### config.mk
export PLATFORM = sky130hd
export DESIGN_NAME = smbios_table_field_extractor
export DESIGN_NICKNAME = d
export VERILOG_FILES = /design/src/sfx_pkg.sv /design/src/smbios_table_field_extractor.sv /design/src/sfx_front.sv /design/src/sfx_queue.sv /design/src/sfx_back.sv
export SDC_FILE = /design/constraint.sdc
export NUM_CORES = 1
export LEC_CHECK = 0
export BUFFER_PORTS_ARGS = -buffer_cell sky130_fd_sc_hd__buf_2
export CAP_MARGIN = 20
export CORE_ASPECT_RATIO = 1.4
export CORE_MARGIN = 3
export CORE_UTILIZATION = 57
export CTS_CLUSTER_SIZE = 28
export DETAILED_ROUTE_END_ITERATION = 10
export GPL_ROUTABILITY_DRIVEN = 0
export PLACE_DENSITY = 0.8
export SYNTH_ARGS = -nofsm -noshare
export SYNTH_HDL_FRONTEND = slang
export SYNTH_SLANG_ARGS = --single-unit
### constraint.sdc
create_clock -name clock -period 6.5 [get_ports clock]
set_input_delay 0.325 -clock clock [delete_from_list [all_inputs] [get_ports clock]]
set_output_delay 0.325 -clock clock [all_outputs]
set_load 0.01 [all_outputs]
### src/sfx_pkg.sv
package sfx_pkg;

   localparam int NAME_CHARS_DEF    = 47;
   localparam int VERSION_CHARS_DEF = 31;
   localparam int QUEUE_DEPTH       = 4;
   localparam int SLOTS             = 4;

   localparam logic [2:0] FID_BIOS_VENDOR   = 3'd0;
   localparam logic [2:0] FID_BIOS_VERSION  = 3'd1;
   localparam logic [2:0] FID_BOARD_VENDOR  = 3'd2;
   localparam logic [2:0] FID_BOARD_PRODUCT = 3'd3;
   localparam logic [2:0] FID_UUID          = 3'd4;

   localparam logic [7:0] TYPE_BIOS     = 8'h00;
   localparam logic [7:0] TYPE_SYSTEM   = 8'h01;
   localparam logic [7:0] TYPE_BOARD    = 8'h02;
   localparam logic [7:0] LEN_HEADER    = 8'h04;
   localparam logic [7:0] LEN_UUID_MIN  = 8'h18;
   localparam logic [7:0] OFS_IDX1      = 8'h04;
   localparam logic [7:0] OFS_IDX2      = 8'h05;
   localparam logic [7:0] OFS_UUID_LO   = 8'h08;
   localparam logic [7:0] OFS_UUID_HI   = 8'h17;
   localparam logic [7:0] OFS_TYPE      = 8'h00;
   localparam logic [7:0] OFS_LEN       = 8'h01;
   localparam logic [7:0] OFS_HDR_LAST  = 8'h03;
   localparam logic [5:0] CHAR_COUNT_MAX = 6'd63;

   localparam logic [7:0] DASH_CHAR     = 8'h2d;
   localparam logic [5:0] UUID_LAST_POS = 6'd35;
   localparam logic [5:0] UUID_DASH0    = 6'd8;
   localparam logic [5:0] UUID_DASH1    = 6'd13;
   localparam logic [5:0] UUID_DASH2    = 6'd18;
   localparam logic [5:0] UUID_DASH3    = 6'd23;

   typedef enum logic [1:0] {
      PH_HEADER  = 2'd0,
      PH_FORMAT  = 2'd1,
      PH_STRINGS = 2'd2,
      PH_IGNORE  = 2'd3
   } phase_type;

   typedef struct packed {
      logic       valid;
      logic [2:0] fid;
      logic [7:0] ch;
      logic       last;
      logic       cut;
   } slot_type;

   // slots 0 and 1: string characters, slots 2 and 3: table-end flush
   typedef struct packed {
      logic                 uuid;
      slot_type [SLOTS-1:0] slots;
   } entry_type;

   typedef struct packed {
      logic       en;
      logic [3:0] idx;
      logic [7:0] data;
   } uuid_wr_type;

   function automatic logic [3:0] uuid_order(input logic [3:0] i);
      logic [3:0] r;
      case (i)
         4'd0:    r = 4'd3;
         4'd1:    r = 4'd2;
         4'd2:    r = 4'd1;
         4'd3:    r = 4'd0;
         4'd4:    r = 4'd5;
         4'd5:    r = 4'd4;
         4'd6:    r = 4'd7;
         4'd7:    r = 4'd6;
         default: r = i;
      endcase
      return r;
   endfunction

   function automatic logic [7:0] hex_char(input logic [3:0] n);
      return (n < 4'd10) ? (8'h30 + {4'h0, n}) : (8'h57 + {4'h0, n});
   endfunction

endpackage

### src/smbios_table_field_extractor.sv
// smbios structure table field extractor
// req channel: one table byte per item, tlast on the final byte of the table;
//   after that byte every parse state but the uuid busy flag returns to its reset value
// rsp channel: one extracted character per item, tlast on the last character of
//   a field; tuser carries the field id and the cut flag (set when the table
//   ended inside the string, the consumer then drops the field)
// a released result is registered in the queue and then in the output register; string
//   characters are held back one byte so the final one can carry tlast
// throughput: one byte per cycle while each byte yields at most one character and
//   the receiver is ready, no uuid going out; a byte yielding more characters keeps the
//   emitter busy, the 4-entry queue between parser and emitter absorbing short bursts
// the uuid is sent as a 36-character burst of hex text; req_tready stays low from
//   that byte until the last uuid character is loaded into the output register
// reset: synchronous, clears the parser, queue and output valid; no clearing
//   pass is needed
// a stalled receiver holds the output register; the parser keeps taking bytes
//   until the queue fills
module smbios_table_field_extractor #(
   parameter int NAME_CHARS    = sfx_pkg::NAME_CHARS_DEF,
   parameter int VERSION_CHARS = sfx_pkg::VERSION_CHARS_DEF
) (
   input  logic       clock,
   input  logic       reset,
   input  logic       req_tvalid,
   output logic       req_tready,
   input  logic [7:0] req_tdata,   // data_byte
   input  logic       req_tlast,   // table_end
   output logic       rsp_tvalid,
   input  logic       rsp_tready,
   output logic [7:0] rsp_tdata,   // char_byte
   output logic       rsp_tlast,   // last_char
   output logic [3:0] rsp_tuser    // field_id [2:0], cut_short [3]
);

   sfx_pkg::entry_type   push_entry, head;
   sfx_pkg::uuid_wr_type uuid_wr;
   logic push, pop, full, head_valid, uuid_done;

   // parser: walks headers, formatted area and string set
   sfx_front #(
      .NAME_CHARS    (NAME_CHARS),
      .VERSION_CHARS (VERSION_CHARS)
   ) u_front (
      .clock      (clock),
      .reset      (reset),
      .req_tvalid (req_tvalid),
      .req_tready (req_tready),
      .req_tdata  (req_tdata),
      .req_tlast  (req_tlast),
      .queue_full (full),
      .uuid_done  (uuid_done),
      .push       (push),
      .entry      (push_entry),
      .uuid_wr    (uuid_wr)
   );

   // decoupling queue of per-byte emit lists
   sfx_queue u_queue (
      .clock      (clock),
      .reset      (reset),
      .push       (push),
      .push_entry (push_entry),
      .full       (full),
      .pop        (pop),
      .head_valid (head_valid),
      .head       (head)
   );

   // emitter: one character per cycle into the output register while the receiver is not stalling
   sfx_back u_back (
      .clock      (clock),
      .reset      (reset),
      .head_valid (head_valid),
      .head       (head),
      .pop        (pop),
      .uuid_done  (uuid_done),
      .uuid_wr    (uuid_wr),
      .rsp_tvalid (rsp_tvalid),
      .rsp_tready (rsp_tready),
      .rsp_tdata  (rsp_tdata),
      .rsp_tlast  (rsp_tlast),
      .rsp_tuser  (rsp_tuser)
   );

   // queue never written while full
   a_no_overflow: assert property (@(posedge clock) disable iff (reset) push |-> !full)
      else $error("queue push while full");

   // emitter only retires an entry that exists
   a_pop_valid: assert property (@(posedge clock) disable iff (reset) pop |-> head_valid)
      else $error("pop from empty queue");

   // parser stalls while a uuid burst is still going out
   a_uuid_stall: assert property (@(posedge clock) disable iff (reset)
      (rsp_tvalid && rsp_tuser[2:0] == sfx_pkg::FID_UUID && !rsp_tlast) |-> !req_tready)
      else $error("input taken during uuid burst");

endmodule

### src/sfx_front.sv
module sfx_front #(
   parameter int NAME_CHARS    = sfx_pkg::NAME_CHARS_DEF,
   parameter int VERSION_CHARS = sfx_pkg::VERSION_CHARS_DEF
) (
   input  logic                  clock,
   input  logic                  reset,
   input  logic                  req_tvalid,
   output logic                  req_tready,
   input  logic [7:0]            req_tdata,
   input  logic                  req_tlast,
   input  logic                  queue_full,
   input  logic                  uuid_done,
   output logic                  push,
   output sfx_pkg::entry_type    entry,
   output sfx_pkg::uuid_wr_type  uuid_wr
);

   localparam logic [5:0] NAME_LIM = 6'(NAME_CHARS);
   localparam logic [5:0] VER_LIM  = 6'(VERSION_CHARS);

   sfx_pkg::phase_type phase_ff, phase_in;
   logic [7:0] off_ff, off_in, stype_ff, stype_in, slen_ff, slen_in;
   logic [7:0] idx1_ff, idx1_in, idx2_ff, idx2_in, strnum_ff, strnum_in;
   logic [7:0] held_ff, held_in;
   logic [5:0] count_ff, count_in;
   logic       heldv_ff, heldv_in, prevzero_ff, prevzero_in;
   logic [4:0] filled_ff, filled_in;
   logic [1:0] target_ff, target_in;
   logic       all0_ff, all0_in, allf_ff, allf_in;
   logic       busy_ff, busy_in;
   logic       accept;
   logic [2:0] fid [2];
   logic [5:0] lim [2];
   logic [1:0] tgt;
   logic [7:0] b;

   assign req_tready = !queue_full && !busy_ff;
   assign accept     = req_tvalid && req_tready;
   assign b          = req_tdata;
   assign push       = accept && (entry.uuid || entry.slots[0].valid || entry.slots[1].valid
                                 || entry.slots[2].valid || entry.slots[3].valid);

   always_comb begin
      for (int t = 0; t < 2; t++) begin
         fid[t] = ((stype_ff == sfx_pkg::TYPE_BIOS) ? sfx_pkg::FID_BIOS_VENDOR
                                                    : sfx_pkg::FID_BOARD_VENDOR) + 3'(t);
         lim[t] = (fid[t] == sfx_pkg::FID_BIOS_VERSION) ? VER_LIM : NAME_LIM;
      end
   end

   always_comb begin
      phase_in = phase_ff; off_in = off_ff; stype_in = stype_ff; slen_in = slen_ff;
      idx1_in = idx1_ff; idx2_in = idx2_ff; strnum_in = strnum_ff; held_in = held_ff;
      count_in = count_ff; heldv_in = heldv_ff; prevzero_in = prevzero_ff;
      filled_in = filled_ff; target_in = target_ff; all0_in = all0_ff; allf_in = allf_ff;
      busy_in = busy_ff && !uuid_done;
      entry = '0;
      uuid_wr = '0;
      tgt = target_ff;
      if (accept) begin
         case (phase_ff)
            sfx_pkg::PH_HEADER: begin
               if (off_ff == sfx_pkg::OFS_TYPE) begin
                  stype_in = b; idx1_in = '0; idx2_in = '0;
               end else if (off_ff == sfx_pkg::OFS_LEN) begin
                  slen_in = b;
               end
               if (off_ff == sfx_pkg::OFS_HDR_LAST) begin
                  if (slen_ff < sfx_pkg::LEN_HEADER) begin
                     phase_in = sfx_pkg::PH_IGNORE;
                  end else if (slen_ff == sfx_pkg::LEN_HEADER) begin
                     phase_in = sfx_pkg::PH_STRINGS;
                  end else begin
                     phase_in = sfx_pkg::PH_FORMAT;
                  end
                  strnum_in = 8'd1; count_in = '0; heldv_in = 1'b0;
                  target_in = '0; prevzero_in = 1'b0;
               end
               off_in = off_ff + 8'd1;
            end
            sfx_pkg::PH_FORMAT: begin
               if (off_ff == sfx_pkg::OFS_IDX1) begin
                  idx1_in = b;
               end else if (off_ff == sfx_pkg::OFS_IDX2) begin
                  idx2_in = b;
               end
               if (stype_ff == sfx_pkg::TYPE_SYSTEM && off_ff >= sfx_pkg::OFS_UUID_LO
                   && off_ff <= sfx_pkg::OFS_UUID_HI) begin
                  uuid_wr.en   = 1'b1;
                  uuid_wr.idx  = 4'(off_ff - sfx_pkg::OFS_UUID_LO);
                  uuid_wr.data = b;
                  if (off_ff == sfx_pkg::OFS_UUID_LO) begin
                     all0_in = (b == 8'h00); allf_in = (b == 8'hff);
                  end else begin
                     all0_in = all0_ff && (b == 8'h00); allf_in = allf_ff && (b == 8'hff);
                  end
               end
               if ({1'b0, off_ff} + 9'd1 >= {1'b0, slen_ff}) begin
                  if (stype_ff == sfx_pkg::TYPE_SYSTEM && slen_ff >= sfx_pkg::LEN_UUID_MIN
                      && !filled_ff[sfx_pkg::FID_UUID] && !(all0_in || allf_in)) begin
                     entry.uuid = 1'b1;
                     filled_in[sfx_pkg::FID_UUID] = 1'b1;
                     busy_in = 1'b1;
                  end
                  phase_in = sfx_pkg::PH_STRINGS;
               end
               off_in = off_ff + 8'd1;
            end
            sfx_pkg::PH_STRINGS: begin
               if (b != 8'h00) begin
                  prevzero_in = 1'b0;
                  if (count_ff == '0) begin
                     tgt = '0;
                     if (stype_ff <= sfx_pkg::TYPE_BOARD && strnum_ff != '0) begin
                        if (idx1_ff != '0 && idx1_ff == strnum_ff && !filled_ff[fid[0]])
                           tgt[0] = 1'b1;
                        if (idx2_ff != '0 && idx2_ff == strnum_ff && !filled_ff[fid[1]])
                           tgt[1] = 1'b1;
                     end
                  end
                  if (heldv_ff) begin
                     for (int t = 0; t < 2; t++) begin
                        if (tgt[t] && count_ff <= lim[t]) begin
                           entry.slots[t].valid = 1'b1;
                           entry.slots[t].fid   = fid[t];
                           entry.slots[t].ch    = held_ff;
                           entry.slots[t].last  = (count_ff == lim[t]);
                        end
                     end
                  end
                  if (count_ff != sfx_pkg::CHAR_COUNT_MAX) begin
                     count_in = count_ff + 6'd1; held_in = b; heldv_in = 1'b1;
                  end else begin
                     heldv_in = 1'b0;
                  end
                  target_in = tgt;
               end else if (prevzero_ff) begin
                  phase_in = sfx_pkg::PH_HEADER; off_in = '0; prevzero_in = 1'b0;
               end else begin
                  for (int t = 0; t < 2; t++) begin
                     if (heldv_ff && target_ff[t] && count_ff <= lim[t]) begin
                        entry.slots[t].valid = 1'b1;
                        entry.slots[t].fid   = fid[t];
                        entry.slots[t].ch    = held_ff;
                        entry.slots[t].last  = 1'b1;
                     end
                     if (target_ff[t]) filled_in[fid[t]] = 1'b1;
                  end
                  if (strnum_ff != '0) strnum_in = strnum_ff + 8'd1;
                  count_in = '0; heldv_in = 1'b0; target_in = '0; prevzero_in = 1'b1;
               end
            end
            default: begin
            end
         endcase
         if (req_tlast) begin
            // table ended inside a captured string
            if (phase_in == sfx_pkg::PH_STRINGS && count_in != '0) begin
               for (int t = 0; t < 2; t++) begin
                  if (target_in[t]) begin
                     entry.slots[t+2].valid = 1'b1;
                     entry.slots[t+2].fid   = fid[t];
                     entry.slots[t+2].ch    = (heldv_in && count_in <= lim[t]) ? held_in : 8'h00;
                     entry.slots[t+2].last  = 1'b1;
                     entry.slots[t+2].cut   = 1'b1;
                  end
               end
            end
            phase_in = sfx_pkg::PH_HEADER; off_in = '0; stype_in = '0; slen_in = '0;
            idx1_in = '0; idx2_in = '0; strnum_in = '0; held_in = '0; count_in = '0;
            heldv_in = 1'b0; prevzero_in = 1'b0; filled_in = '0; target_in = '0;
         end
      end
   end

   always_ff @(posedge clock) begin
      if (reset) begin
         phase_ff <= sfx_pkg::PH_HEADER; off_ff <= '0; stype_ff <= '0; slen_ff <= '0;
         idx1_ff <= '0; idx2_ff <= '0; strnum_ff <= '0; held_ff <= '0; count_ff <= '0;
         heldv_ff <= 1'b0; prevzero_ff <= 1'b0; filled_ff <= '0; target_ff <= '0;
         busy_ff <= 1'b0;
      end else begin
         phase_ff <= phase_in; off_ff <= off_in; stype_ff <= stype_in; slen_ff <= slen_in;
         idx1_ff <= idx1_in; idx2_ff <= idx2_in; strnum_ff <= strnum_in; held_ff <= held_in;
         count_ff <= count_in; heldv_ff <= heldv_in; prevzero_ff <= prevzero_in;
         filled_ff <= filled_in; target_ff <= target_in; busy_ff <= busy_in;
      end
   end

   always_ff @(posedge clock) begin
      all0_ff <= all0_in;
      allf_ff <= allf_in;
   end

endmodule

### src/sfx_queue.sv
module sfx_queue (
   input  logic               clock,
   input  logic               reset,
   input  logic               push,
   input  sfx_pkg::entry_type push_entry,
   output logic               full,
   input  logic               pop,
   output logic               head_valid,
   output sfx_pkg::entry_type head
);

   localparam int PTR_W = $clog2(sfx_pkg::QUEUE_DEPTH);

   sfx_pkg::entry_type mem_ff [sfx_pkg::QUEUE_DEPTH];
   logic [PTR_W-1:0] wr_ff, wr_in, rd_ff, rd_in;
   logic [PTR_W:0]   cnt_ff, cnt_in;

   assign full       = (cnt_ff == (PTR_W+1)'(sfx_pkg::QUEUE_DEPTH));
   assign head_valid = (cnt_ff != '0);
   assign head       = mem_ff[rd_ff];

   always_comb begin
      wr_in  = push ? wr_ff + 1'b1 : wr_ff;
      rd_in  = pop ? rd_ff + 1'b1 : rd_ff;
      cnt_in = cnt_ff + (PTR_W+1)'(push) - (PTR_W+1)'(pop);
   end

   always_ff @(posedge clock) begin
      if (reset) begin
         wr_ff <= '0; rd_ff <= '0; cnt_ff <= '0;
      end else begin
         wr_ff <= wr_in; rd_ff <= rd_in; cnt_ff <= cnt_in;
      end
   end

   always_ff @(posedge clock) begin
      if (push) mem_ff[wr_ff] <= push_entry;
   end

endmodule

### src/sfx_back.sv
module sfx_back (
   input  logic                 clock,
   input  logic                 reset,
   input  logic                 head_valid,
   input  sfx_pkg::entry_type   head,
   output logic                 pop,
   output logic                 uuid_done,
   input  sfx_pkg::uuid_wr_type uuid_wr,
   output logic                 rsp_tvalid,
   input  logic                 rsp_tready,
   output logic [7:0]           rsp_tdata,
   output logic                 rsp_tlast,
   output logic [3:0]           rsp_tuser
);

   logic [7:0] uuid_ff [16];
   logic [1:0] slot_ff, slot_in;
   logic [5:0] upos_ff, upos_in;
   logic       valid_ff, valid_in, last_ff, last_in, cut_ff, cut_in;
   logic [2:0] fid_ff, fid_in;
   logic [7:0] ch_ff, ch_in;
   logic       can_load, found, more, dash;
   logic [1:0] sel;
   logic [2:0] dcount;
   logic [5:0] k;
   logic [7:0] ub;

   assign can_load   = !valid_ff || rsp_tready;
   assign rsp_tvalid = valid_ff;
   assign rsp_tdata  = ch_ff;
   assign rsp_tlast  = last_ff;
   assign rsp_tuser  = {cut_ff, fid_ff};

   // next valid slot at or after the current one
   always_comb begin
      found = 1'b0; more = 1'b0; sel = '0;
      for (int i = 0; i < sfx_pkg::SLOTS; i++) begin
         if (head.slots[i].valid && 2'(i) >= slot_ff) begin
            if (found) more = 1'b1;
            else begin
               found = 1'b1; sel = 2'(i);
            end
         end
      end
   end

   // uuid text position to byte and nibble
   always_comb begin
      dash = (upos_ff == sfx_pkg::UUID_DASH0) || (upos_ff == sfx_pkg::UUID_DASH1)
          || (upos_ff == sfx_pkg::UUID_DASH2) || (upos_ff == sfx_pkg::UUID_DASH3);
      dcount = 3'(upos_ff > sfx_pkg::UUID_DASH0) + 3'(upos_ff > sfx_pkg::UUID_DASH1)
             + 3'(upos_ff > sfx_pkg::UUID_DASH2) + 3'(upos_ff > sfx_pkg::UUID_DASH3);
      k  = upos_ff - {3'b000, dcount};
      ub = uuid_ff[sfx_pkg::uuid_order(k[4:1])];
   end

   always_comb begin
      slot_in = slot_ff; upos_in = upos_ff;
      valid_in = valid_ff && !rsp_tready;
      fid_in = fid_ff; ch_in = ch_ff; last_in = last_ff; cut_in = cut_ff;
      pop = 1'b0; uuid_done = 1'b0;
      if (head_valid && can_load) begin
         if (head.uuid) begin
            valid_in = 1'b1;
            fid_in   = sfx_pkg::FID_UUID;
            ch_in    = dash ? sfx_pkg::DASH_CHAR
                            : sfx_pkg::hex_char(k[0] ? ub[3:0] : ub[7:4]);
            last_in  = (upos_ff == sfx_pkg::UUID_LAST_POS);
            cut_in   = 1'b0;
            if (upos_ff == sfx_pkg::UUID_LAST_POS) begin
               pop = 1'b1; uuid_done = 1'b1; upos_in = '0;
            end else begin
               upos_in = upos_ff + 6'd1;
            end
         end else begin
            if (found) begin
               valid_in = 1'b1;
               fid_in   = head.slots[sel].fid;
               ch_in    = head.slots[sel].ch;
               last_in  = head.slots[sel].last;
               cut_in   = head.slots[sel].cut;
            end
            if (!more) begin
               pop = 1'b1; slot_in = '0;
            end else begin
               slot_in = sel + 2'd1;
            end
         end
      end
   end

   always_ff @(posedge clock) begin
      if (reset) begin
         slot_ff <= '0; upos_ff <= '0; valid_ff <= 1'b0;
      end else begin
         slot_ff <= slot_in; upos_ff <= upos_in; valid_ff <= valid_in;
      end
   end

   always_ff @(posedge clock) begin
      fid_ff <= fid_in; ch_ff <= ch_in; last_ff <= last_in; cut_ff <= cut_in;
      if (uuid_wr.en) uuid_ff[uuid_wr.idx] <= uuid_wr.data;
   end

endmodule

* Word level (Yosys, flattened, before mapping)
Memory sizes are Yosys's and may differ from the RTL's. A register that Yosys moved wholly into a read port is not among the register bits.
Cells that the tools add are included.
** Storage, ports and cells
- Bits in registers :: 105
- RAM bits :: 348
- Output and inout bits :: 15
- Memories :: 2
- Bits in read-only memories :: 0
- Input bits :: 13
- Latch bits :: 0
** Operators by class
- $mul :: 0
- Bitwise gates (word level) :: 3
- Order comparisons :: 24
- Shift operators :: 0
- Divide/modulo/power cells :: 0
- Muxes and demuxes :: 177
- Equal/unequal tests :: 45
- Add/sub/neg operators :: 18
- Reduce and logical (&&, ||, !) cells :: 86
** Memories
- u_queue.mem_ff :: words 4, bits a word 55, rd ports 1, clocked after memory_dff 1, write ports 1, RTL line sfx_queue.sv:14 : sfx_pkg::entry_type mem_ff [sfx_pkg::QUEUE_DEPTH];
- u_back.uuid_ff :: words 16, bits a word 8, rd ports 1, clocked after memory_dff 0, write ports 1, RTL line sfx_back.sv:16 : logic [7:0] uuid_ff [16];
** Operators with widths (number)
- $mux W8 :: 31
- $mux W13 :: 17
- $pmux W8 S2 :: 4
- $mux W1 :: 60
- $mux W28 :: 2
- $mux W2 :: 27
- $mux W6 :: 9
- $mux W5 :: 9
- $mux W42 :: 1
- $logic_and A1 B1 Y1 :: 33
- $pmux W4 S8 :: 1
- $reduce_bool A8 Y1 :: 4
- $bmux W14 S2 :: 1
- $mux W14 :: 2
- $eq A8 B3 Y1 const B :: 3
- $le A6 B6 Y1 :: 4
- $logic_not A8 Y1 :: 3
- $ne A3 B2 Y1 const B :: 8
- $add A8 B1 Y8 const B :: 2
- $eq A4 B3 Y1 const B :: 4
- $eq A8 B1 Y1 const B :: 2
- $eq A8 B8 Y1 :: 2
- $reduce_and A4 Y1 :: 4
- $reduce_bool A3 Y1 :: 5
- 63 further kinds :: 115

* Longest topological paths before layout
Gate-level depths: netlist (run 1).
- Depth in word-level cells :: 27
- Gate-level depth with buffers :: 25
- Depth with buffers taken out :: 22

* Modules after synthesis
Synthesis (run 1) repeated with hierarchy kept, for this count alone.
** Second synthesis, totals
- Cell total of the unflattened synthesis :: 1515
- Area, all modules :: 21031.4 µm²
** Modules (own cells, without submodules)
- sfx_queue :: instances 1, area each 8658.3 µm², sequential area each 7026.7 µm², cells each 339
- sfx_back :: instances 1, area each 7264.5 µm², sequential area each 4414.2 µm², cells each 536
- sfx_front :: instances 1, area each 5108.6 µm², sequential area each 1541.5 µm², cells each 640

* Least setup slack after synthesis (run 1)
No wires, ideal clock.
- Path kind :: flip-flop to flip-flop
- From :: register u_back.upos_ff[2]
- To :: register u_back.ch_ff[2] (netlist: u_back.rsp_tdata[2]), data pin
- Setup slack :: 1.140 ns
- Arrival time :: 5.099 ns
- Library setup time :: 0.261 ns
- Data required time :: 6.239 ns
- Clock period less this slack :: 5.360 ns
- Cell stages (with the launch flop) :: 24
- Path buffers :: 4
- Cells stage by stage :: dfxtp_1 > clkbuf_1 > or3_1 > a211o_1 > ha_1 > inv_1 > fa_1 > inv_1 > ha_1 > fa_1 > buf_2 > xor2_2 > xnor2_4 > buf_6 > buf_6 > mux2i_1 > mux2i_1 > o21ai_0 > a31oi_1 > o41ai_2 > ha_1 > inv_1 > o21ba_2 > o32a_1
** On the way
- Word-level cells in the longest chain between the ends :: 13
** RTL lines
- start: declaration :: RTL line sfx_back.sv:18 : logic [5:0] upos_ff, upos_in;
- start signal: assignment :: RTL line sfx_back.sv:96 : slot_ff <= slot_in; upos_ff <= upos_in; valid_ff <= valid_in;
- $gt A6 B4 Y1 :: RTL line sfx_back.sv:51 : dcount = 3'(upos_ff > sfx_pkg::UUID_DASH0) + 3'(upos_ff > sfx_pkg::UUID_DASH1)
- $add A1 B1 Y2 :: RTL line sfx_back.sv:51
- $add A3 B1 Y3 (2 in series) :: RTL line sfx_back.sv:52 : + 3'(upos_ff > sfx_pkg::UUID_DASH2) + 3'(upos_ff > sfx_pkg::UUID_DASH3);
- $sub A5 B3 Y5 :: RTL line sfx_back.sv:53 : k = upos_ff - {3'b000, dcount};
- $eq A4 B3 Y1 (tied with other cells) :: RTL line sfx_pkg.sv:64 : case (i)
- $pmux W4 S8 :: RTL line sfx_pkg.sv:64
- $mem_v2 Z16 W8
- $mux W4 :: RTL line sfx_back.sv:67 : : sfx_pkg::hex_char(k[0] ? ub[3:0] : ub[7:4]);
- $add A7 B4 Y8 (tied with other cells) :: RTL line sfx_pkg.sv:79 : return (n < 4'd10) ? (8'h30 + {4'h0, n}) : (8'h57 + {4'h0, n});
- $mux W8 :: RTL line sfx_pkg.sv:79
- $mux W8 * :: RTL line sfx_back.sv:66 : ch_in = dash ? sfx_pkg::DASH_CHAR
- $mux W8 * :: RTL line sfx_back.sv:63 : if (head.uuid) begin
- end signal: assignment :: RTL line sfx_back.sv:101 : fid_ff <= fid_in; ch_ff <= ch_in; last_ff <= last_in; cut_ff <= cut_in;
- end: declaration :: RTL line sfx_back.sv:21 : logic [7:0] ch_ff, ch_in;
Every way passes the cells marked *; elsewhere a longest branch is shown, timed or not.
A chain may end at the register's enable or synchronous reset.

* Worst setup path in the final report (run 1)
- From :: register u_back.upos_ff[0]
- To :: register u_back.ch_ff[2] (netlist: u_back.rsp_tdata[2]), data pin
The elaborated chain is that of the path after synthesis.

==> results of run 1 <==
[cells in the mapped netlist, types with 8 or more instances]
library cell / n / area (sq um)
sky130_fd_sc_hd__and2_1: 44 / 275
sky130_fd_sc_hd__a31oi_1: 13 / 81.3
sky130_fd_sc_hd__inv_1: 37 / 139
sky130_fd_sc_hd__nand2b_1: 15 / 93.8
sky130_fd_sc_hd__nand4_1: 10 / 62.6
sky130_fd_sc_hd__o21ai_1: 9 / 45.0
sky130_fd_sc_hd__mux2i_1: 70 / 701
sky130_fd_sc_hd__xnor2_1: 16 / 140
sky130_fd_sc_hd__buf_4: 8 / 60.1
sky130_fd_sc_hd__a21oi_1: 49 / 245
sky130_fd_sc_hd__ha_1: 35 / 438
sky130_fd_sc_hd__mux4_2: 60 / 1350
sky130_fd_sc_hd__xor2_1: 25 / 219
sky130_fd_sc_hd__o21ai_0: 32 / 160
sky130_fd_sc_hd__clkbuf_1: 48 / 180
sky130_fd_sc_hd__a21o_1: 9 / 67.6
sky130_fd_sc_hd__nor3_1: 21 / 105
sky130_fd_sc_hd__nand3_1: 31 / 155
sky130_fd_sc_hd__buf_2: 18 / 90.1
sky130_fd_sc_hd__edfxtp_1: 315 / 9460
sky130_fd_sc_hd__nand2_1: 58 / 218
sky130_fd_sc_hd__nor2b_1: 11 / 68.8
sky130_fd_sc_hd__or3_1: 10 / 62.6
sky130_fd_sc_hd__nor4_1: 10 / 62.6
sky130_fd_sc_hd__nor2_1: 181 / 679
sky130_fd_sc_hd__a211oi_1: 8 / 60.1
sky130_fd_sc_hd__and3_1: 9 / 56.3
sky130_fd_sc_hd__a22oi_1: 36 / 270
sky130_fd_sc_hd__dfxtp_1: 92 / 1840
[stage by stage]
step	cells	total power, mW
finish	1878	5.06
global route	1878	5.19
CTS	1871	5.07
detailed placement	1801	2.91
global placement	1801	2.91
floorplan	1407	2.89
[layout make-up]
class	count	area, sq um	share of cell area [%]
Sequential cell	407	11300	55.3
Multi-Input combinational cell	880	6830	33.5
Clock buffer	57	1100	5.41
Tap cell	434	543	2.66
Timing Repair Buffer	49	370	1.81
Inverter	38	143	0.698
Clock inverter	13	131	0.643
[power groups by stage]
stage,registers [mW],logic (mW),clock network (mW)
floorplan,2.83,0.0598,0
global placement,2.83,0.0843,0
detailed placement,2.83,0.0860,0
CTS,2.77,0.0872,2.22
global route,2.77,0.0957,2.32
finish,2.77,0.0893,2.19
[per-layer routing]
metal	part of all wire, %	routed length [um]
met5	0	0
met2	52	22500
met1	37	16200
met4	4.2	1850
met3	7.1	3110
[layout by cell type (no fill, tap or decap), types with 6 or more instances in the layout]
master / count
sky130_fd_sc_hd__dfxtp_1: 91
sky130_fd_sc_hd__inv_1: 37
sky130_fd_sc_hd__edfxtp_1: 315
sky130_fd_sc_hd__or3_1: 10
sky130_fd_sc_hd__buf_4: 15
sky130_fd_sc_hd__a31oi_1: 12
sky130_fd_sc_hd__nand3_1: 31
sky130_fd_sc_hd__nor3_1: 21
sky130_fd_sc_hd__a211oi_1: 8
sky130_fd_sc_hd__a21oi_1: 49
sky130_fd_sc_hd__a22oi_1: 36
sky130_fd_sc_hd__clkbuf_16: 40
sky130_fd_sc_hd__mux4_2: 60
sky130_fd_sc_hd__clkbuf_1: 13
sky130_fd_sc_hd__and3_1: 9
sky130_fd_sc_hd__xnor2_1: 15
sky130_fd_sc_hd__buf_2: 27
sky130_fd_sc_hd__and2_1: 40
sky130_fd_sc_hd__nand2b_1: 15
sky130_fd_sc_hd__a221oi_1: 6
sky130_fd_sc_hd__o21ai_0: 32
sky130_fd_sc_hd__nor2b_1: 11
sky130_fd_sc_hd__nand4_1: 10
sky130_fd_sc_hd__nand2_1: 58
sky130_fd_sc_hd__xor2_1: 25
sky130_fd_sc_hd__mux2i_1: 70
sky130_fd_sc_hd__ha_1: 35
sky130_fd_sc_hd__o21ai_1: 9
sky130_fd_sc_hd__nor2_1: 180
sky130_fd_sc_hd__a21o_1: 9
sky130_fd_sc_hd__nor4_1: 10
[how the worst max path moves through the flow]
| stage | start | endpoint | slack, ns | cells past startpoint |
|---|---|---|---|---|
| floorplan | u_back.upos_ff[2] | u_back.rsp_tdata[2] | 1.14 | 23 |
| global placement | u_back.upos_ff[0] | u_back.rsp_tdata[2] | 0.70 | 20 |
| detailed placement | u_back.upos_ff[0] | u_back.rsp_tdata[2] | 0.58 | 20 |
| CTS | u_back.upos_ff[0] | u_back.rsp_tdata[2] | 0.53 | 20 |
| global route | u_back.upos_ff[1] | u_back.rsp_tdata[2] | 0.23 | 21 |
| finish | u_back.upos_ff[0] | u_back.rsp_tdata[2] | 0.50 | 20 |
[flip-flops by register name (all words and copies together), names as in the netlist, 2 cells and up, named ones only]
name / cells
u_front.off_ff: 8
u_queue.rd_ff: 2
u_front.stype_ff: 8
u_front.phase_ff: 2
u_front.strnum_ff: 8
u_front.slen_ff: 8
u_queue.wr_ff: 2
u_back.fid_ff: 3
u_front.idx2_ff: 8
u_back.rsp_tdata: 8
u_front.filled_ff: 5
u_back.slot_ff: 2
u_front.target_ff: 2
u_back.upos_ff: 6
u_back.uuid_ff: 128
u_front.held_ff: 8
u_queue.cnt_ff: 3
u_front.idx1_ff: 8
u_front.count_ff: 6
u_queue.mem_ff: 172
[logic make-up (layout without fill, tap and decap cells)]
group                      Yosys count  count (layout)  synth area share [%]
AOI/OAI and AO/OA                  227             227                  8.43
xor gates and xnor gates            45              45                  2.34
adders and majority gates           38              38                  2.67
buffers and inverters              120             157                  2.82
DFF                                407             407                  60.7
muxes                              135             135                  11.4
and+or+nand+nor                    435             435                  11.7
[worst reg2reg max path, stage by stage (launching register included)]
cell and delay [ns]:
sky130_fd_sc_hd__dfxtp_1 0.38, sky130_fd_sc_hd__or3_1 0.41, sky130_fd_sc_hd__a211o_1 0.30, sky130_fd_sc_hd__ha_1 0.27, sky130_fd_sc_hd__inv_1 0.05, sky130_fd_sc_hd__fa_1 0.50, sky130_fd_sc_hd__inv_1 0.05, sky130_fd_sc_hd__ha_1 0.20
sky130_fd_sc_hd__fa_1 0.46, sky130_fd_sc_hd__and2b_4 0.32, sky130_fd_sc_hd__nor3_4 0.07, sky130_fd_sc_hd__nor4b_4 0.45, sky130_fd_sc_hd__xnor2_2 0.28, sky130_fd_sc_hd__buf_4 0.25, sky130_fd_sc_hd__a211oi_1 0.27, sky130_fd_sc_hd__a211oi_1 0.10
sky130_fd_sc_hd__o41ai_2 0.56, sky130_fd_sc_hd__ha_1 0.27, sky130_fd_sc_hd__inv_1 0.07, sky130_fd_sc_hd__o21ba_2 0.21, sky130_fd_sc_hd__o32a_1 0.28
==> qor.txt, run 1 <==
RUN STATUS
--------------------------------------------------------------------------------------
Run status .............................................................. finished clean

HOLD PATH
--------------------------------------------------------------------------------------
Class of the tightest hold or removal check ............................. primary input to flop
Worst Hold Launch .......................................................   rsp_tready
Hold EP ................................................................. u_back.rsp_tvalid
Hold path cells .........................................................            4

WORST SETUP PATH
--------------------------------------------------------------------------------------
Largest delay share family, worst path .................................. compound AO/OA/AOI/OAI gates
Endpoint of the worst-slack reg-to-reg timing path ...................... u_back.rsp_tdata[2]
Critical path data arrival time .........................................      6.27 ns
Count of cells along the worst register-to-register path ................           20
Critical Path Fanout Max ................................................            9
Buffer and inverter count on the worst path .............................            4
Cell-by-cell trace of the critical path ................................. or3_1 -> a211o_1 -> ha_1 -> inv_1 -> fa_1 -> inv_1 -> ha_1 -> fa_1 -> and2b_4 -> nor3_4 -> nor4b_4 -> xnor2_2 -> buf_4 -> a211oi_1 -> a211oi_1 -> o41ai_2 -> ha_1 -> inv_1 -> o21ba_2 -> o32a_1
Critical path launch point type .........................................         flop
Register-to-register setup slack ........................................      0.50 ns
Reg-to-reg critical path startpoint ..................................... u_back.upos_ff[0]
WP data required ........................................................      6.77 ns
Max stage delay cell, worst path ........................................ sky130_fd_sc_hd__o41ai_2
Worst Setup End Kind ....................................................         flop
Category of the most critical setup path ................................ flop to flop
Worst stage delay on the critical path ..................................      0.56 ns

POWER AND IR DROP
--------------------------------------------------------------------------------------
PD cells ................................................................  247 mW/mm^2
Sequential share of power ...............................................        54.8%
Net switching component of the power ....................................     0.998 mW
Power share of the combinational group ..................................         1.8%
Switching share of power ................................................        19.8%
Lkg Pwr .................................................................      6.78 nW
Internal power component ................................................      4.06 mW
Clock network fraction of total power ...................................        43.4%
VDD IR max ..............................................................       295 uV

ROUTING
--------------------------------------------------------------------------------------
Post-DR vias/cell .......................................................         6.43
Final ANT Viol Nets .....................................................            0
First-pass iteration count of the detailed router .......................            7
Residual DRC count ......................................................            0
Per-cell routed wire length .............................................      23.3 um
Detailed Route Iter0 Violations .........................................        1,587
Routed vias .............................................................       12,100
Detailed-route wire length ..............................................      43.7 mm

YOSYS
--------------------------------------------------------------------------------------
Summed instance area of the synthesized netlist ......................... 0.0186 sq mm
Gate count after technology mapping .....................................        1,407
Proportion of synthesized chip area in sequential cells .................        60.7%
Mean post-synth cell area ...............................................   13.2 sq um
Number of enable flip-flop cells after synthesis ........................          315
Number of distinct library cells after synthesis ........................           93
Top FF cell, synth ...................................................... sky130_fd_sc_hd__edfxtp_1
Async SR Flop Fraction ..................................................           0%
Syn Nets ................................................................        1,458
Number of synthesized register bits .....................................          407
Yosys synthesis warning count ...........................................            0

FINISH
--------------------------------------------------------------------------------------
Ratio of cells with drive above 1 in the final layout ...................        14.2%
Filler Cell Count .......................................................        2,237
Final core utilization ..................................................        64.1%
Number of nets at the end of the flow ...................................        1,465
Final instance area ..................................................... 0.0204 sq mm
Number of antenna cells inserted ........................................            0
Layout overhead on the synthesized area .................................        9.64%

CTS
--------------------------------------------------------------------------------------
Worst-Skew Late Latency .................................................      0.54 ns
Count of clock tree sinks ...............................................          407
CTS tree ................................................................         done
Root buf cell ........................................................... sky130_fd_sc_hd__clkbuf_16
Number of gates given a new drive strength after cts ....................            0
Clk buf depth ...........................................................            3
Clock buffers created by TritonCTS ......................................           38
Clock slew at the register clock pins of the worst setup and hold paths .      0.06 ns
Clock H-tree levels .....................................................            2
Cts-stage hold buffer count .............................................            0
Post-CTS setup buffers ..................................................            0

PLACE
--------------------------------------------------------------------------------------
DP Area ................................................................. 0.0191 sq mm
Worst setup slack before clock tree synthesis ...........................     0.583 ns
Count of buffers from port buffering ....................................           27
Final HPWL from detailed placement ......................................      28.6 mm

STA
--------------------------------------------------------------------------------------
Number of pins exceeding their max-slew limit in the final report .......            0
Transition time of the tightest slew-check pin ..........................      1.09 ns
Unrepaired setup endpoints after global routing .........................        false
Remaining max-slew budget at the tightest pin ...........................        27.5%
Final critical-path share of the clock period ...........................        92.3%
Final Worst Setup Slack .................................................     0.502 ns
# setup viols final .....................................................            0
Number of hold-slack violations in the final timing report ..............            0
Worst clock skew ........................................................    0.0205 ns
Hold slack ..............................................................     0.260 ns
Maximum operating frequency .............................................      167 MHz
Accumulated negative setup slack ........................................         0 ns
Time the worst path needs with I/O delays and setup .....................      6.00 ns

GRT
--------------------------------------------------------------------------------------
Global-route track usage on met1 ........................................        31.1%
Most used routing layer .................................................         met2
Largest net degree at the start of global routing .......................           78
Via count of the first global-routing pass ..............................       12,100
Antenna violations before repair ........................................            0
Met3 track utilization from global routing ..............................        3.23%
Overall track demand over capacity in global routing ....................        25.0%
GR Overflow Total .......................................................            0
Wire length of the first global-routing pass ............................      68.3 mm
Global routing usage on met2 ............................................        44.1%

FLOORPLANNING
--------------------------------------------------------------------------------------
Initial standard-cell utilization of the core ...........................        58.4%
Die height ..............................................................       220 um
Area enclosed by the die boundary ....................................... 0.0349 sq mm
Standard cell core area ................................................. 0.0319 sq mm
Die width ...............................................................       159 um
Total I/O pin count .....................................................           28
Site Rows ...............................................................           77

FLOW RUN
--------------------------------------------------------------------------------------
Max cap viols ...........................................................            0

No activity file was read; power rests on OpenSTA's default activity.
==> run 2, diff against run 1 <==
--- a/config.mk
+++ b/config.mk
@@ -7,13 +7,16 @@
 export LEC_CHECK = 0
 export BUFFER_PORTS_ARGS = -buffer_cell sky130_fd_sc_hd__buf_2
 export CAP_MARGIN = 20
-export CORE_ASPECT_RATIO = 1.4
+export CELL_PAD_IN_SITES_DETAIL_PLACEMENT = 1
+export CELL_PAD_IN_SITES_GLOBAL_PLACEMENT = 2
+export CORE_ASPECT_RATIO = 0.6
 export CORE_MARGIN = 3
-export CORE_UTILIZATION = 57
+export CORE_UTILIZATION = 45
 export CTS_CLUSTER_SIZE = 28
 export DETAILED_ROUTE_END_ITERATION = 10
 export GPL_ROUTABILITY_DRIVEN = 0
-export PLACE_DENSITY = 0.8
+export MAX_ROUTING_LAYER = met4
+export PLACE_DENSITY = 0.86
 export SYNTH_ARGS = -nofsm -noshare
 export SYNTH_HDL_FRONTEND = slang
 export SYNTH_SLANG_ARGS = --single-unit
==> qor.txt, run 2 (synthesis results as in run 1) <==
STA
--------------------------------------------------------------------------------------
Transition time of the tightest slew-check pin ..........................      1.17 ns   +0.0819 ns
Unrepaired setup endpoints after global routing .........................        false
Time the worst path needs with I/O delays and setup .....................      6.05 ns   +0.0512 ns
Final Worst Setup Slack .................................................     0.451 ns   -0.0512 ns
Accumulated negative setup slack ........................................         0 ns   unchanged
Worst clock skew ........................................................    0.0188 ns   -0.00171 ns
Number of pins exceeding their max-slew limit in the final report .......            0   unchanged
Final critical-path share of the clock period ...........................        93.1%   +0.79 points
Number of hold-slack violations in the final timing report ..............            0   unchanged
Maximum operating frequency .............................................      165 MHz   -0.85%
# setup viols final .....................................................            0   unchanged
Remaining max-slew budget at the tightest pin ...........................        21.8%   -5.7 points

FLOORPLANNING
--------------------------------------------------------------------------------------
Die height ..............................................................       164 um   -26%
Area enclosed by the die boundary ....................................... 0.0440 sq mm   +26%
Initial standard-cell utilization of the core ...........................        45.8%   -13 points
Site Rows ...............................................................           57   -26%
Total I/O pin count .....................................................           28   unchanged
Standard cell core area ................................................. 0.0407 sq mm   +27%
Die width ...............................................................       269 um   +69%

FINISH
--------------------------------------------------------------------------------------
Number of nets at the end of the flow ...................................        1,475   +0.68%
Commonest non-fill, non-tap cells in the layout ......................... 315 x sky130_fd_sc_hd__edfxtp_1, 181 x sky130_fd_sc_hd__nor2_1, 91 x sky130_fd_sc_hd__dfxtp_1
Commonest non-fill, non-tap cell in the layout .......................... sky130_fd_sc_hd__edfxtp_1
Most flop-heavy register ................................................ u_queue.mem_ff
Largest registers ....................................................... u_queue.mem_ff: 172 flops, u_back.uuid_ff: 128 flops
Number of flip-flops under the largest register name ....................          172   unchanged
Number of antenna cells inserted ........................................            0   unchanged
Layout overhead on the synthesized area .................................        10.6%
Filler Cell Count .......................................................        4,095   +83%
Ratio of cells with drive above 1 in the final layout ...................        14.8%   +0.59 points

GRT
--------------------------------------------------------------------------------------
Overall track demand over capacity in global routing ....................        24.2%   -0.74 points
GR Overflow Total .......................................................            0   unchanged
Largest net degree at the start of global routing .......................           78   unchanged
Wire length of the first global-routing pass ............................      77.7 mm   +14%
Antenna violations before repair ........................................            0   unchanged
Via count of the first global-routing pass ..............................       12,300   +1.5%

CTS
--------------------------------------------------------------------------------------
Clock H-tree levels .....................................................            2   unchanged
Worst-Skew Late Latency .................................................      0.56 ns   +0.02 ns
Post-CTS setup buffers ..................................................            0   unchanged
Clock slew at the register clock pins of the worst setup and hold paths .      0.06 ns   about the same
Clock buffers created by TritonCTS ......................................           39   +2.6%
Count of clock tree sinks ...............................................          407   unchanged
Root buf cell ........................................................... sky130_fd_sc_hd__clkbuf_16
CTS tree ................................................................         done
Clk buf depth ...........................................................            3   unchanged

WORST SETUP PATH
--------------------------------------------------------------------------------------
WP data required ........................................................      6.80 ns   +0.03 ns
Buffer and inverter count on the worst path .............................            4   unchanged
Max stage delay cell, worst path ........................................ sky130_fd_sc_hd__nor4b_4
Category of the most critical setup path ................................ flop to flop
Worst stage delay on the critical path ..................................      0.54 ns   -0.02 ns
Largest delay share family, worst path ..................................  adder cells
Critical path launch point type .........................................         flop
Critical Path Fanout Max ................................................           15   +6
Cell-by-cell trace of the critical path ................................. or3_1 -> a211o_1 -> ha_1 -> inv_1 -> fa_1 -> inv_1 -> ha_1 -> fa_1 -> and2b_4 -> nor3_4 -> nor4b_4 -> xnor2_2 -> buf_4 -> o221ai_1 -> a21o_1 -> o32ai_1 -> or2_1 -> ha_1 -> inv_1 -> o21ba_2 -> o32a_1
Critical path data arrival time .........................................      6.35 ns   +0.08 ns
Worst Setup End Kind ....................................................         flop

ROUTING
--------------------------------------------------------------------------------------
Final ANT Viol Nets .....................................................            0   unchanged
Detailed Route Iter0 Violations .........................................        1,328   -16%
Post-DR vias/cell .......................................................         6.00   -6.6%
Per-cell routed wire length .............................................      25.6 um   +9.8%
Residual DRC count ......................................................            0   unchanged
Detailed-route wire length ..............................................      50.7 mm   +16%
First-pass iteration count of the detailed router .......................            5   -2
Routed vias .............................................................       11,900   -1.3%

POWER AND IR DROP
--------------------------------------------------------------------------------------
Lkg Pwr .................................................................      6.82 nW   +0.48%
PD cells ................................................................  244 mW/mm^2   -1.2%
VDD IR max ..............................................................       183 uV   -38%

FLOW RUN
--------------------------------------------------------------------------------------
Max cap viols ...........................................................            0   unchanged

PLACE
--------------------------------------------------------------------------------------
Final HPWL from detailed placement ......................................      34.7 mm   +22%
Worst setup slack before clock tree synthesis ...........................     0.356 ns   -0.227 ns
Count of buffers from port buffering ....................................           27   unchanged

HOLD PATH
--------------------------------------------------------------------------------------
Class of the tightest hold or removal check ............................. primary input to flop

RUN STATUS
--------------------------------------------------------------------------------------
Run status .............................................................. finished clean

## run 2: layer usage
layer	share of wire (%)	wire length (um)	GRT usage [%]
met1	48	24300	36.0
met3	7.5	3830	5.04
met5	0	0	-
met2	43	21800	34.6
met4	1.5	775	4.36
## run 2: final cells by class
cell class	count	area [sq um]	share of cell area, %
Clock buffer	54	1060	5.16
Clock inverter	17	130	0.632
Inverter	38	143	0.692
Multi-Input combinational cell	880	6840	33.2
Sequential cell	407	11300	54.9
Tap cell	531	664	3.22
Timing Repair Buffer	58	458	2.22
## run 2: power breakdown
part | internal [mW] | switching, mW
Sequential | 2.77 | 0.00416
Combinational | 0.0242 | 0.0742
Clock | 1.16 | 1.01
## run 2: final timing paths
check / start / end / slack (ns) / cells past startpoint
hold reg to reg: u_front.busy_ff / u_front.busy_ff / 0.47 / 2
setup reg to reg: u_back.upos_ff[0] / u_back.rsp_tdata[2] / 0.45 / 21
hold / removal: rsp_tready / u_back.rsp_tvalid / 0.1 / 4
setup / recovery: u_back.upos_ff[0] / u_back.rsp_tdata[2] / 0.45 / 21
## run 2: timing repair
action                                  CTS  global route
resized for setup                         0             1
endpoints found under the setup margin    0             1
hold buffers                              0             0
## run 2: worst reg2reg max path, stage by stage (launching register included)
cell                       delay (ns)
sky130_fd_sc_hd__dfxtp_1         0.39
sky130_fd_sc_hd__or3_1           0.42
sky130_fd_sc_hd__a211o_1         0.31
sky130_fd_sc_hd__ha_1            0.27
sky130_fd_sc_hd__inv_1           0.05
sky130_fd_sc_hd__fa_1            0.51
sky130_fd_sc_hd__inv_1           0.06
sky130_fd_sc_hd__ha_1            0.21
sky130_fd_sc_hd__fa_1            0.47
sky130_fd_sc_hd__and2b_4         0.32
sky130_fd_sc_hd__nor3_4          0.08
sky130_fd_sc_hd__nor4b_4         0.54
sky130_fd_sc_hd__xnor2_2         0.17
sky130_fd_sc_hd__buf_4           0.25
sky130_fd_sc_hd__o221ai_1        0.15
sky130_fd_sc_hd__a21o_1          0.22
sky130_fd_sc_hd__o32ai_1         0.43
sky130_fd_sc_hd__or2_1           0.22
sky130_fd_sc_hd__ha_1            0.19
sky130_fd_sc_hd__inv_1           0.07
sky130_fd_sc_hd__o21ba_2         0.21
sky130_fd_sc_hd__o32a_1          0.28
## run 2: per-stage QoR
stage	area, sq um	util [%]	instances	hold slack [ns]	total power [mW]
after global placement	19300	47.4	1905	0.444	2.92
final	20600	50.7	1985	0.0965	5.04
after global routing	20600	50.7	1985	0.102	5.21
after CTS	20500	50.3	1976	0.0784	5.08
after floorplan	18600	-	1407	0.431	2.89
after detailed placement	19300	47.4	1905	0.459	2.92
==> run 3, diff against run 2 <==
--- a/config.mk
+++ b/config.mk
@@ -11,12 +11,12 @@
 export CELL_PAD_IN_SITES_GLOBAL_PLACEMENT = 2
 export CORE_ASPECT_RATIO = 0.6
 export CORE_MARGIN = 3
-export CORE_UTILIZATION = 45
+export CORE_UTILIZATION = 47
+export CTS_BUF_LIST = sky130_fd_sc_hd__clkbuf_2 sky130_fd_sc_hd__clkbuf_4 sky130_fd_sc_hd__clkbuf_8
 export CTS_CLUSTER_SIZE = 28
 export DETAILED_ROUTE_END_ITERATION = 10
 export GPL_ROUTABILITY_DRIVEN = 0
-export MAX_ROUTING_LAYER = met4
-export PLACE_DENSITY = 0.86
+export PLACE_DENSITY = 0.89
 export SYNTH_ARGS = -nofsm -noshare
 export SYNTH_HDL_FRONTEND = slang
 export SYNTH_SLANG_ARGS = --single-unit
==> qor.txt, run 3 (synthesis results as in run 1) <==
POWER AND IR DROP
--------------------------------------------------------------------------------------
Internal power component ................................................      4.00 mW   +1.2%
Clock network fraction of total power ...................................        43.6%   +0.6 points
Lkg Pwr .................................................................      6.89 nW   +1.0%
VDD IR max ..............................................................       133 uV   -27%
PD cells ................................................................  246 mW/mm^2   +0.81%
Total power of the final layout .........................................      5.08 mW   +0.93%
Net switching component of the power ....................................      1.09 mW   +0.13%
Sequential share of power ...............................................        54.5%   -0.5 points
Power share of the combinational group ..................................         1.9%   about the same
Switching share of power ................................................        21.4%   -0.17 points

CTS
--------------------------------------------------------------------------------------
Worst-Skew Late Latency .................................................      0.65 ns   +0.09 ns
Clk buf depth ...........................................................            3   unchanged
Clock buffers created by TritonCTS ......................................           59   +51%
Root buf cell ........................................................... sky130_fd_sc_hd__clkbuf_8
Number of gates given a new drive strength after cts ....................            0   unchanged
Clock slew at the register clock pins of the worst setup and hold paths .      0.08 ns   +0.02 ns
Post-CTS setup buffers ..................................................            0   unchanged
Cts-stage hold buffer count .............................................            0   unchanged
Count of clock tree sinks ...............................................          407   unchanged
CTS tree ................................................................         done
Clock H-tree levels .....................................................            2   unchanged

FINISH
--------------------------------------------------------------------------------------
Most flop-heavy register ................................................ u_queue.mem_ff
Number of antenna cells inserted ........................................            0   unchanged
Ratio of cells with drive above 1 in the final layout ...................        17.6%   +2.8 points
Commonest non-fill, non-tap cells in the layout ......................... 315 x sky130_fd_sc_hd__edfxtp_1, 180 x sky130_fd_sc_hd__nor2_1, 91 x sky130_fd_sc_hd__dfxtp_1
Number of flip-flops under the largest register name ....................          172   unchanged
Final core utilization ..................................................        53.7%   +3.0 points
Largest registers ....................................................... u_queue.mem_ff: 172 flops, u_back.uuid_ff: 128 flops
Commonest non-fill, non-tap cell in the layout .......................... sky130_fd_sc_hd__edfxtp_1
Number of nets at the end of the flow ...................................        1,488   +0.88%
Layout overhead on the synthesized area .................................        10.7%

HOLD PATH
--------------------------------------------------------------------------------------
Hold EP ................................................................. u_back.rsp_tvalid
Class of the tightest hold or removal check ............................. primary input to flop
Worst Hold Launch .......................................................   rsp_tready
Hold path cells .........................................................            4   unchanged

WORST SETUP PATH
--------------------------------------------------------------------------------------
Critical Path Fanout Max ................................................            8   -7
Worst Setup End Kind ....................................................         flop
Register-to-register setup slack ........................................      0.46 ns   about the same
Critical path data arrival time .........................................      6.44 ns   +0.09 ns
Endpoint of the worst-slack reg-to-reg timing path ...................... u_back.rsp_tdata[2]
Category of the most critical setup path ................................ flop to flop
Critical path launch point type .........................................         flop
Worst Setup SP .......................................................... u_back.upos_ff[0]
WP data required ........................................................      6.90 ns   +0.10 ns
Reg-to-reg critical path startpoint ..................................... u_back.upos_ff[0]
Count of cells along the worst register-to-register path ................           20   -4.8%

GRT
--------------------------------------------------------------------------------------
Overall track demand over capacity in global routing ....................        23.9%   -0.30 points
Wire length of the first global-routing pass ............................      78.0 mm   +0.39%
Largest net degree at the start of global routing .......................           62   -21%
Via count of the first global-routing pass ..............................       12,700   +2.9%
Antenna violations before repair ........................................            0   unchanged
GR Overflow Total .......................................................            0   unchanged

ROUTING
--------------------------------------------------------------------------------------
Detailed-route wire length ..............................................      50.7 mm   about the same
Routed vias .............................................................       12,100   +1.6%
Residual DRC count ......................................................            0   unchanged
Post-DR vias/cell .......................................................         6.05   +0.81%
First-pass iteration count of the detailed router .......................            5   unchanged
Detailed Route Iter0 Violations .........................................        1,237   -6.9%
Final ANT Viol Nets .....................................................            0   unchanged
Per-cell routed wire length .............................................      25.3 um   -0.85%

FLOORPLANNING
--------------------------------------------------------------------------------------
Area enclosed by the die boundary ....................................... 0.0421 sq mm   -4.1%
Die height ..............................................................       160 um   -2.1%
Initial standard-cell utilization of the core ...........................        48.5%   +2.7 points
Site Rows ...............................................................           55   -3.5%
Total I/O pin count .....................................................           28   unchanged
Die width ...............................................................       263 um   -2.1%
Standard cell core area ................................................. 0.0384 sq mm   -5.5%

PLACE
--------------------------------------------------------------------------------------
Count of buffers from port buffering ....................................           27   unchanged
Final HPWL from detailed placement ......................................      34.7 mm   about the same

STA
--------------------------------------------------------------------------------------
Remaining max-slew budget at the tightest pin ...........................        23.8%   +2.0 points
# setup viols final .....................................................            0   unchanged
Transition time of the tightest slew-check pin ..........................      1.14 ns   -0.0297 ns
Time the worst path needs with I/O delays and setup .....................      6.04 ns   -0.0123 ns
Maximum operating frequency .............................................      166 MHz   +0.20%
Accumulated negative setup slack ........................................         0 ns   unchanged
Unrepaired setup endpoints after global routing .........................        false
Worst clock skew ........................................................    0.0372 ns   +0.0185 ns
Number of hold-slack violations in the final timing report ..............            0   unchanged
Number of pins exceeding their max-slew limit in the final report .......            0   unchanged
Final critical-path share of the clock period ...........................        92.9%   -0.19 points

FLOW RUN
--------------------------------------------------------------------------------------
Max cap viols ...........................................................            0   unchanged

RUN STATUS
--------------------------------------------------------------------------------------
Run status .............................................................. finished clean

-- run 3: worst max-delay path, stage by stage (launching register included) --
cell	delay [ns]
sky130_fd_sc_hd__dfxtp_1	0.38
sky130_fd_sc_hd__or3_1	0.42
sky130_fd_sc_hd__a211o_1	0.31
sky130_fd_sc_hd__ha_1	0.28
sky130_fd_sc_hd__inv_1	0.06
sky130_fd_sc_hd__fa_1	0.52
sky130_fd_sc_hd__inv_1	0.05
sky130_fd_sc_hd__ha_1	0.20
sky130_fd_sc_hd__fa_1	0.48
sky130_fd_sc_hd__and2b_4	0.33
sky130_fd_sc_hd__nor3_4	0.08
sky130_fd_sc_hd__nor4b_4	0.59
sky130_fd_sc_hd__xnor2_2	0.26
sky130_fd_sc_hd__buf_4	0.24
sky130_fd_sc_hd__a211oi_1	0.22
sky130_fd_sc_hd__a211oi_1	0.09
sky130_fd_sc_hd__o41ai_2	0.46
sky130_fd_sc_hd__ha_1	0.25
sky130_fd_sc_hd__inv_1	0.06
sky130_fd_sc_hd__o21ba_2	0.20
sky130_fd_sc_hd__o32a_1	0.29
-- run 3: worst max path at each step --
stage | endpoint | depth (start not counted) | slack [ns]
after detailed placement | u_back.rsp_tdata[2] | 20 | 0.45
after global placement | u_back.rsp_tdata[2] | 20 | 0.73
after global routing | u_back.rsp_tdata[2] | 20 | 0.13
after CTS | u_back.rsp_tdata[2] | 20 | 0.44
after floorplan | u_back.rsp_tdata[2] | 23 | 1.14
final | u_back.rsp_tdata[2] | 20 | 0.46
-- run 3: area by class of cell --
cell class | count | area [sq um]
fill | 3797 | 17800
tap | 513 | 642
timing repair buffer | 51 | 385
clock inverter | 13 | 110
clock buffer | 99 | 1190
sequential | 407 | 11300
inverter | 38 | 143
multi-input combinational | 880 | 6850
-- run 3: through the flow --
stage          cells  worst slack (ns)  cell area, sq um  hold slack, ns
3_5_place_dp    1882             0.448             19200           0.460
5_1_grt         2001             0.128             20600          0.0409
3_3_place_gp    1881             0.733             19200           0.443
2_1_floorplan   1407              1.14             18600           0.431
6_report        2001             0.463             20600          0.0343
4_1_cts         1994             0.442             20500          0.0107
-- run 3: power groups by stage --
| stage | Combinational (mW) | Clock (mW) | Sequential (mW) |
|---|---|---|---|
| 3_5_place_dp | 0.0958 | 0 | 2.83 |
| 2_1_floorplan | 0.0598 | 0 | 2.83 |
| 3_3_place_gp | 0.0932 | 0 | 2.83 |
| 4_1_cts | 0.0962 | 2.25 | 2.77 |
| 6_report | 0.0963 | 2.22 | 2.77 |
| 5_1_grt | 0.105 | 2.38 | 2.77 |
-- run 3: per-layer routing --
metal / share of wire (%) / track usage [%] / vias up
met5: 0 / 0 / -
met4: 1.4 / 4.58 / 0
met3: 7.7 / 5.17 / 60
met2: 44 / 36.0 / 447
met1: 47 / 36.1 / 6229
li1: - / - / 5375
